**config.mk**
```make
export PLATFORM = sky130hd
export DESIGN_NAME = bounded_doubly_linked_list_core
export DESIGN_NICKNAME = d
export VERILOG_FILES = /design/src/rtl/bdll_pkg.sv /design/src/rtl/bounded_doubly_linked_list_core.sv /design/src/rtl/bdll_ram.sv
export SDC_FILE = /design/constraint.sdc
export NUM_CORES = 2
export LEC_CHECK = 0
export BUFFER_PORTS_ARGS = -buffer_cell sky130_fd_sc_hd__buf_4
export CAP_MARGIN = 20
export CORE_UTILIZATION = 50
export DETAILED_ROUTE_END_ITERATION = 7
export MAX_ROUTING_LAYER = met4
export PLACE_DENSITY = 0.65
export RECOVER_POWER = 25
export SYNTH_ARGS = -nofsm -noshare
export SYNTH_HDL_FRONTEND = slang
export SYNTH_SLANG_ARGS = --single-unit
```
**constraint.sdc**
```tcl
create_clock -name i_clk -period 4.85 [get_ports i_clk]
set_clock_uncertainty 0.1 [all_clocks]
set_input_delay 0.7275 -clock i_clk [delete_from_list [all_inputs] [get_ports i_clk]]
set_output_delay 0.7275 -clock i_clk [all_outputs]
set_load 0.005 [all_outputs]
```
**src/rtl/bdll_pkg.sv**
```systemverilog
// Package for the bounded doubly linked list core: request kinds, status codes, defaults.
// No dependencies.
`timescale 1ns / 1ps
`default_nettype none
package bdll_pkg;
    localparam int DEF_CAPACITY = 64;

    typedef enum logic [2:0] {
        K_INSERT = 3'd0,
        K_PUSH_FRONT = 3'd1,
        K_PUSH_BACK = 3'd2,
        K_POP_FRONT = 3'd3,
        K_FIND = 3'd4
    } t_kind;

    typedef enum logic [1:0] {
        ST_OK = 2'd0,
        ST_EMPTY = 2'd1,
        ST_FULL = 2'd2,
        ST_NOT_FOUND = 2'd3
    } t_status;
endpackage
`default_nettype wire

```
**src/rtl/bounded_doubly_linked_list_core.sv**
```systemverilog
// Top level of the bounded doubly linked list core: sequencer plus three link/value RAMs.
// Depends on bdll_pkg and bdll_ram.
`timescale 1ns / 1ps
`default_nettype none
// The block keeps an ordered list of up to CAPACITY signed 32-bit values in three
// synchronous RAMs (values, forward links, backward links) with a registered read.
// A request is taken when i_start is high and o_busy is low; exactly one result beat
// follows, shown for one cycle with o_done high, and the receiver cannot hold it off.
// Every memory read has an address state followed by a data state. Insert at a position
// and find walk the chain one node at a time, with one such read for each node. The block
// returns to idle after each result beat, and the next request is taken from there.
// After reset a clearing pass writes the free chain into the forward-link RAM,
// entry by entry, with o_busy high.
module bounded_doubly_linked_list_core
    import bdll_pkg::*;
#(
    parameter int CAPACITY = DEF_CAPACITY
) (
    input  wire logic        i_clk,
    input  wire logic        i_rst_n,
    input  wire logic        i_start,
    output logic             o_busy,
    input  wire logic [2:0]  i_kind,
    input  wire logic [6:0]  i_position,
    input  wire logic signed [31:0] i_value,
    output logic             o_done,
    output logic signed [31:0] o_popped_value,
    output logic [5:0]       o_found_position,
    output logic [1:0]       o_status,
    output logic [6:0]       o_element_count
);
    localparam int AW = $clog2(CAPACITY);
    localparam int LW = $clog2(CAPACITY + 1);
    localparam int CW = (LW > 7) ? LW : 7;
    localparam logic [LW-1:0] NIL = LW'(CAPACITY);

    // States of the sequencer. Each read state issues an address, the next one uses data.
    typedef enum logic [12:0] {
        S_CLEAR  = 13'b0000000000001,
        S_IDLE   = 13'b0000000000010,
        S_TAKE   = 13'b0000000000100, // read next_link[free_head]
        S_TAKE_D = 13'b0000000001000,
        S_LINK   = 13'b0000000010000, // write links of the new node
        S_WALK   = 13'b0000000100000, // read next or value of the current node
        S_WALK_D = 13'b0000001000000,
        S_PREV   = 13'b0000010000000, // read prev_link[cur] for insert
        S_PREV_D = 13'b0000100000000,
        S_MID    = 13'b0001000000000, // second write of insert in the middle
        S_POP    = 13'b0010000000000, // read value and next of head
        S_POP_D  = 13'b0100000000000,
        S_DONE   = 13'b1000000000000
    } t_state;

    // Where a new node goes in the chain.
    typedef enum logic [1:0] {
        OP_FRONT = 2'd0,
        OP_BACK  = 2'd1,
        OP_MID   = 2'd2
    } t_op;

    t_state r_state, n_state;
    logic [LW-1:0] r_first, n_first, r_last, n_last, r_free, n_free;
    logic [LW-1:0] r_count, n_count;
    logic [LW-1:0] r_node, n_node, r_cur, n_cur, r_prv, n_prv;
    logic [LW-1:0] r_idx, n_idx;
    logic [2:0]    r_kind, n_kind;
    logic [6:0]    r_pos, n_pos;
    logic [31:0]   r_val, n_val, r_pop, n_pop;
    logic [1:0]    r_st, n_st;
    logic [5:0]    r_found, n_found;
    t_op           r_op, n_op;
    logic          r_mid2, n_mid2;

    // RAM ports
    logic          nx_we, pv_we, vl_we;
    logic [AW-1:0] nx_wa, pv_wa, vl_wa, nx_ra, vl_ra, pv_ra;
    logic [LW-1:0] nx_wd, pv_wd, nx_rd, pv_rd;
    logic [31:0]   vl_rd;

    bdll_ram #(.WIDTH(LW), .DEPTH(CAPACITY)) u_next (
        .i_clk(i_clk), .i_we(nx_we), .i_waddr(nx_wa), .i_wdata(nx_wd),
        .i_raddr(nx_ra), .o_rdata(nx_rd));
    bdll_ram #(.WIDTH(LW), .DEPTH(CAPACITY)) u_prev (
        .i_clk(i_clk), .i_we(pv_we), .i_waddr(pv_wa), .i_wdata(pv_wd),
        .i_raddr(pv_ra), .o_rdata(pv_rd));
    bdll_ram #(.WIDTH(32), .DEPTH(CAPACITY)) u_val (
        .i_clk(i_clk), .i_we(vl_we), .i_waddr(vl_wa), .i_wdata(r_val),
        .i_raddr(vl_ra), .o_rdata(vl_rd));

    always_comb begin
        n_state = r_state; n_first = r_first; n_last = r_last; n_free = r_free;
        n_count = r_count; n_node = r_node; n_cur = r_cur; n_prv = r_prv;
        n_idx = r_idx; n_kind = r_kind; n_pos = r_pos; n_val = r_val;
        n_pop = r_pop; n_st = r_st; n_found = r_found; n_op = r_op; n_mid2 = r_mid2;
        nx_we = 1'b0; pv_we = 1'b0; vl_we = 1'b0;
        nx_wa = r_node[AW-1:0]; pv_wa = r_node[AW-1:0]; vl_wa = r_node[AW-1:0];
        nx_wd = '0; pv_wd = '0;
        nx_ra = r_cur[AW-1:0]; pv_ra = r_cur[AW-1:0]; vl_ra = r_cur[AW-1:0];
        case (r_state)
            S_CLEAR: begin
                // Clearing pass: next_link[i] = i + 1, r_idx walks the RAM.
                nx_we = 1'b1; nx_wa = r_idx[AW-1:0]; nx_wd = r_idx + LW'(1);
                n_idx = r_idx + LW'(1);
                if (r_idx == LW'(CAPACITY - 1)) begin
                    n_state = S_IDLE;
                end
            end
            S_IDLE: begin
                if (i_start) begin
                    n_kind = i_kind; n_pos = i_position; n_val = i_value;
                    n_pop = '0; n_found = '0; n_st = ST_OK;
                    n_cur = r_first; n_idx = '0;
                    if (i_kind == K_INSERT || i_kind == K_PUSH_FRONT
                        || i_kind == K_PUSH_BACK) begin
                        if (r_count == LW'(CAPACITY)) begin
                            n_st = ST_FULL; n_state = S_DONE;
                        end else begin
                            n_node = r_free; n_state = S_TAKE;
                        end
                    end else if (i_kind == K_POP_FRONT || i_kind == K_FIND) begin
                        if (r_count == '0) begin
                            n_st = ST_EMPTY; n_state = S_DONE;
                        end else begin
                            n_state = (i_kind == K_POP_FRONT) ? S_POP : S_WALK;
                            if (i_kind == K_FIND) n_st = ST_NOT_FOUND;
                        end
                    end else begin
                        n_state = S_DONE;
                    end
                end
            end
            S_TAKE: begin
                nx_ra = r_node[AW-1:0];
                vl_we = 1'b1; // store the value into the taken node
                n_state = S_TAKE_D;
            end
            S_TAKE_D: begin
                n_free = nx_rd;
                if (r_kind == K_PUSH_FRONT || (r_kind == K_INSERT && r_pos == '0)
                    || r_count == '0) begin
                    n_op = OP_FRONT; n_state = S_LINK;
                end else if (r_kind == K_PUSH_BACK || CW'(r_pos) >= CW'(r_count)) begin
                    n_op = OP_BACK; n_state = S_LINK;
                end else begin
                    n_op = OP_MID; n_state = S_WALK;
                end
            end
            S_LINK: begin
                if (r_op == OP_FRONT) begin
                    // push front: write node links now, head's prev next cycle.
                    if (!r_mid2) begin
                        nx_we = 1'b1; nx_wd = r_first;
                        pv_we = 1'b1; pv_wd = NIL;
                        n_mid2 = 1'b1;
                    end else begin
                        n_mid2 = 1'b0;
                        if (r_first != NIL) begin
                            pv_we = 1'b1; pv_wa = r_first[AW-1:0]; pv_wd = r_node;
                        end else begin
                            n_last = r_node;
                        end
                        n_first = r_node; n_count = r_count + LW'(1); n_state = S_DONE;
                    end
                end else begin
                    if (!r_mid2) begin
                        nx_we = 1'b1; nx_wd = NIL;
                        pv_we = 1'b1; pv_wd = r_last;
                        n_mid2 = 1'b1;
                    end else begin
                        n_mid2 = 1'b0;
                        if (r_last != NIL) begin
                            nx_we = 1'b1; nx_wa = r_last[AW-1:0]; nx_wd = r_node;
                        end else begin
                            n_first = r_node;
                        end
                        n_last = r_node; n_count = r_count + LW'(1); n_state = S_DONE;
                    end
                end
            end
            S_WALK: begin
                n_state = S_WALK_D;
            end
            S_WALK_D: begin
                if (r_kind == K_FIND) begin
                    if (vl_rd == r_val) begin
                        n_st = ST_OK; n_found = r_idx[5:0]; n_state = S_DONE;
                    end else if (nx_rd == NIL || r_idx == LW'(CAPACITY - 1)) begin
                        n_state = S_DONE;
                    end else begin
                        n_cur = nx_rd; n_idx = r_idx + LW'(1); n_state = S_WALK;
                    end
                end else if (LW'(r_pos) == r_idx) begin
                    n_state = S_PREV;
                end else begin
                    n_cur = nx_rd; n_idx = r_idx + LW'(1); n_state = S_WALK;
                end
            end
            S_PREV: begin
                n_state = S_PREV_D;
            end
            S_PREV_D: begin
                n_prv = pv_rd;
                // node.prev = prv, node.next = cur
                nx_we = 1'b1; nx_wd = r_cur;
                pv_we = 1'b1; pv_wd = pv_rd;
                n_state = S_MID;
            end
            S_MID: begin
                nx_we = 1'b1; nx_wa = r_prv[AW-1:0]; nx_wd = r_node;
                pv_we = 1'b1; pv_wa = r_cur[AW-1:0]; pv_wd = r_node;
                n_count = r_count + LW'(1); n_state = S_DONE;
            end
            S_POP: begin
                n_state = S_POP_D;
            end
            S_POP_D: begin
                n_pop = vl_rd;
                n_first = nx_rd;
                if (nx_rd != NIL) begin
                    pv_we = 1'b1; pv_wa = nx_rd[AW-1:0]; pv_wd = NIL;
                end else begin
                    n_last = NIL;
                end
                nx_we = 1'b1; nx_wa = r_cur[AW-1:0]; nx_wd = r_free;
                n_free = r_cur; n_count = r_count - LW'(1); n_state = S_DONE;
            end
            S_DONE: begin
                n_state = S_IDLE;
            end
            default: n_state = S_IDLE;
        endcase
    end

    always_ff @(posedge i_clk) begin
        if (!i_rst_n) begin
            r_state <= S_CLEAR; r_first <= NIL; r_last <= NIL; r_free <= '0;
            r_count <= '0; r_idx <= '0; r_mid2 <= 1'b0;
        end else begin
            r_state <= n_state; r_first <= n_first; r_last <= n_last; r_free <= n_free;
            r_count <= n_count; r_idx <= n_idx; r_mid2 <= n_mid2;
        end
        r_node <= n_node; r_cur <= n_cur; r_prv <= n_prv; r_kind <= n_kind;
        r_pos <= n_pos; r_val <= n_val; r_pop <= n_pop; r_st <= n_st;
        r_found <= n_found; r_op <= n_op;
    end

    assign o_busy = (r_state != S_IDLE);
    assign o_done = (r_state == S_DONE);
    assign o_popped_value = r_pop;
    assign o_found_position = r_found;
    assign o_status = r_st;
    assign o_element_count = 7'(r_count);

`ifndef SYNTHESIS
    a_count_bound: assert property (@(posedge i_clk) disable iff (!i_rst_n)
        r_count <= LW'(CAPACITY)) else $error("count over capacity");
    a_empty_links: assert property (@(posedge i_clk) disable iff (!i_rst_n)
        (r_state == S_IDLE && r_count == '0) |-> (r_first == NIL && r_last == NIL))
        else $error("empty list keeps links");
    a_done_one: assert property (@(posedge i_clk) disable iff (!i_rst_n)
        o_done |=> !o_done) else $error("result repeated");
`endif
endmodule
`default_nettype wire

```
**src/rtl/bdll_ram.sv**
```systemverilog
// Generic single-port-write, single-port-read RAM with a registered read.
// No dependencies.
`timescale 1ns / 1ps
`default_nettype none
module bdll_ram #(
    parameter int WIDTH = 32,
    parameter int DEPTH = 64
) (
    input  wire logic                     i_clk,
    input  wire logic                     i_we,
    input  wire logic [$clog2(DEPTH)-1:0] i_waddr,
    input  wire logic [WIDTH-1:0]         i_wdata,
    input  wire logic [$clog2(DEPTH)-1:0] i_raddr,
    output logic [WIDTH-1:0]              o_rdata
);
    logic [WIDTH-1:0] r_mem [DEPTH];

    always_ff @(posedge i_clk) begin
        if (i_we) begin
            r_mem[i_waddr] <= i_wdata;
        end
        o_rdata <= r_mem[i_raddr];
    end
endmodule
`default_nettype wire
```
==> flow_summary.yaml <==
outcome:
  outcome: "finished, violations left"
  violations: "max-capacitance violations, max-slew violations"
placement:
  numPortBuffers: 93
  hpwl_um: 176600
  dpl_cell_area_sq_um: 125600
  place.gp.congestion: 0.9143
synth:
  yosysWarnings: 0
  synth.top_cell.area_share_pct: 75.32
  synth.distinct_cells: 86
  yosys_register_bits: 3078
  seq_area_frac_synth_pct: 76.90
  syn_inst: 5584
  synth_enable_flop_cells: 2984
  yosys.area.top_type: "edfxtp_1"
  ys_async_sr_fraction_pct: 0
  netlist_area_sq_um: 119000
  yosys-top-cells-area: "edfxtp_1 75%, mux4_2 15%, dfxtp_1 1.6%"
  syn_avg_cell_area_sq_um: 21.30
  synth_fp_nets: 5643
  ys.flop_type: "edfxtp_1"
route:
  dr_total_vias: 58480
  antenna_left: 0
  wire_per_inst_um: 31.43
  drtIter0Drc: 6991
  viasPerCell: 6.235
  finalWirelength_um: 294700
  dr.pass1.iters: 6
  drc: 0
worst_setup_path:
  path_buf_inv: 0
  cp_top_family: "simple AND/OR/NAND/NOR gates"
  setup.worst_path.start_class: "flop"
  worstSetupStartpoint: "r_state[5]"
  slowest_stage: "nor2_1"
  required_ns: 5.30
  path_class: "reg2reg"
  reg2regPathDepth: 8
  crit_path_frequent_cell: "or4_4"
  ff2ff_setup_slack_ns: 0.34
  r2r-start: "r_state[5]"
  endpoint: "u_next.r_mem[17][1]"
  crit_cells: 8
  critPathArrivalTime_ns: 4.95
  path_cells: "or4_4 > or4_4 > nor2_8 > o41ai_2 > nor2b_1 > nor4_1 > nand2_1 > nor2_1"
  crit_path_end_kind: "flop"
  crit_path_max_fanout: 15
  r2r_end: "u_next.r_mem[17][1]"
  slowest_delay_ns: 0.65
timing:
  finalHoldViolCount: 0
  fin_tns_setup_ns: 0
  finalSetupViolCount: 0
  slew_viol_final: 1823
  slew_headroom_pct: -125.5
  finalCritPeriodShare_pct: 92.91
  clock.fmax_ghz: 0.2219
  rsz0062_at_grt: "false"
  fin_crit_ns: 4.506
  tightest_slew_ns: 3.382
floorplanning:
  ios: 94
  rows: 178
  fp.dieW_um: 489.8
  core-area_sq_um: 235900
  die-area_sq_um: 239900
  start_util_pct: 50.44
  die_y_um: 489.8
final_layout:
  final_cell_mix: "2984 x edfxtp_1, 791 x mux4_2, 324 x clkbuf_16"
  stdcell_area_sq_um: 135700
  syn_to_final_growth_pct: 14.06
  layout_commonest_cell: "edfxtp_1"
  drive_gt1_share_pct: 26.27
  nets: 6058
power_and_ir_drop:
  powerDensity_nw_per_um2: 385.6
  irDropWorstVdd_mv: 0.4688
  leakagePower_nw: 40.95
clocking:
  post_cts_buffers: 0
  cts_tree: "yes"
  insertion_delay_ns: 0.94
  cts_max_level: 5
  clk_pin_slew_worst_paths_ns: 0.06
  hold_buffers: 42
  numCtsBuffers: 318
  post_cts_resized: 0
  clock_sinks: 3078
  clockBufferDepth: 4
  cts_root_buf: "clkbuf_16"
grt:
  grt_max_degree: 91
  grt_first_pass_wirelength_um: 424200
  grt_pass1_vias: 58150
  antenna_found_initial: 16
  grt-ovfl-total: 0
  grt_use_total_pct: 25.60
worst_hold_path:
  hp-class: "in2reg"
run:
  maxCapViolCount: 28
[Yosys cell counts, types with 19 or more instances]
cell type,number
edfxtp_1,2984
mux4_2,791
nand2_1,299
nor2_1,246
clkbuf_1,193
mux2i_1,126
dfxtp_1,94
nand3_1,83
o21ai_0,62
buf_1,59
nand4_1,58
o22ai_1,58
and2_1,56
xnor2_1,46
a21oi_1,41
buf_2,34
a32oi_1,28
nor2b_1,23
a222oi_1,19
inv_1,19
[stage by stage]
stage / util (%) / hold slack (ns) / setup WS (ns) / std cells / power [W]
floorplan: - / 0.3089 / 0.7304 / 5584 / 0.02948
global placement: 53.27 / 0.3167 / 0.5932 / 8786 / 0.02964
detailed placement: 53.27 / 0.3256 / 0.5420 / 8786 / 0.02965
CTS: 57.58 / 0.06093 / 0.5076 / 9368 / 0.05265
global route: 57.53 / 0.1058 / 0.1961 / 9374 / 0.05361
finish: 57.53 / 0.1283 / 0.3438 / 9378 / 0.05232
[worst reg2reg max path, cell delays in order, from the launching register on]
cell and delay, ns:
dfxtp_1 0.41, or4_4 0.57, or4_4 0.58, nor2_8 0.28, o41ai_2 0.19, nor2b_1 0.19, nor4_1 0.55, nand2_1 0.61
nor2_1 0.65
[sequential cells by signal (all words and copies together) (netlist names), 6 cells and up]
| name | flops |
|---|---|
| r_first | 7 |
| r_idx | 7 |
| o_popped_value | 32 |
| u_next.o_rdata | 7 |
| r_cur | 7 |
| u_prev.r_mem | 384 |
| r_val | 32 |
| o_found_position | 6 |
| r_node | 7 |
| r_last | 7 |
| u_prev.o_rdata | 6 |
| u_val.o_rdata | 32 |
| u_next.r_mem | 448 |
| r_prv | 6 |
| r_state | 13 |
| r_pos | 7 |
| u_val.r_mem | 2048 |
| o_element_count | 7 |
| r_free | 7 |
[power breakdown]
group          internal [W]  total (W)  switching, W
combinational     0.0000917   0.000279      0.000187
sequential           0.0288     0.0288     0.0000234
clock                0.0135     0.0232       0.00972
[final cells by class]
cell class / instances / area (sq um)
fill: 16980 / 100200
sequential: 3078 / 91490
multi-input combinational: 2195 / 26770
clock buffer: 402 / 8491
tap: 3150 / 3941
timing repair buffer: 386 / 3652
clock inverter: 138 / 1246
inverter: 20 / 75.07
antenna: 9 / 22.52
[worst min path at each step]
stage	slack, ns	cells after the start	start	endpoint
global placement	0.32	0	u_prev.o_rdata[3]	r_prv[3]
floorplan	0.31	0	u_prev.o_rdata[0]	r_prv[0]
global route	0.11	2	i_rst_n	r_first[6]
detailed placement	0.33	0	u_prev.o_rdata[0]	r_prv[0]
finish	0.13	2	i_rst_n	r_first[6]
CTS	0.06	2	i_rst_n	r_first[6]
[per-layer routing]
| metal | wire, um | GRT usage (%) | share of wire [%] |
|---|---|---|---|
| met2 | 143500 | 39.71 | 49 |
| met3 | 23100 | 4.165 | 7.8 |
| met4 | 7861 | 6.817 | 2.7 |
| met5 | 0 | - | 0 |
| met1 | 120300 | 35.58 | 41 |
[kinds of logic after synthesis]
group	Yosys count	share of synthesized area (%)
buffers and inverters	311	1.040
multiplexers	931	16.17
adder cells (fa/ha/maj)	14	0.1536
flip-flops	3078	76.90
XOR/XNOR	52	0.3828
AND/OR/NAND/NOR	885	3.508
AO/OA/AOI/OAI	313	1.846
Power figures use the tool's default switching activity.
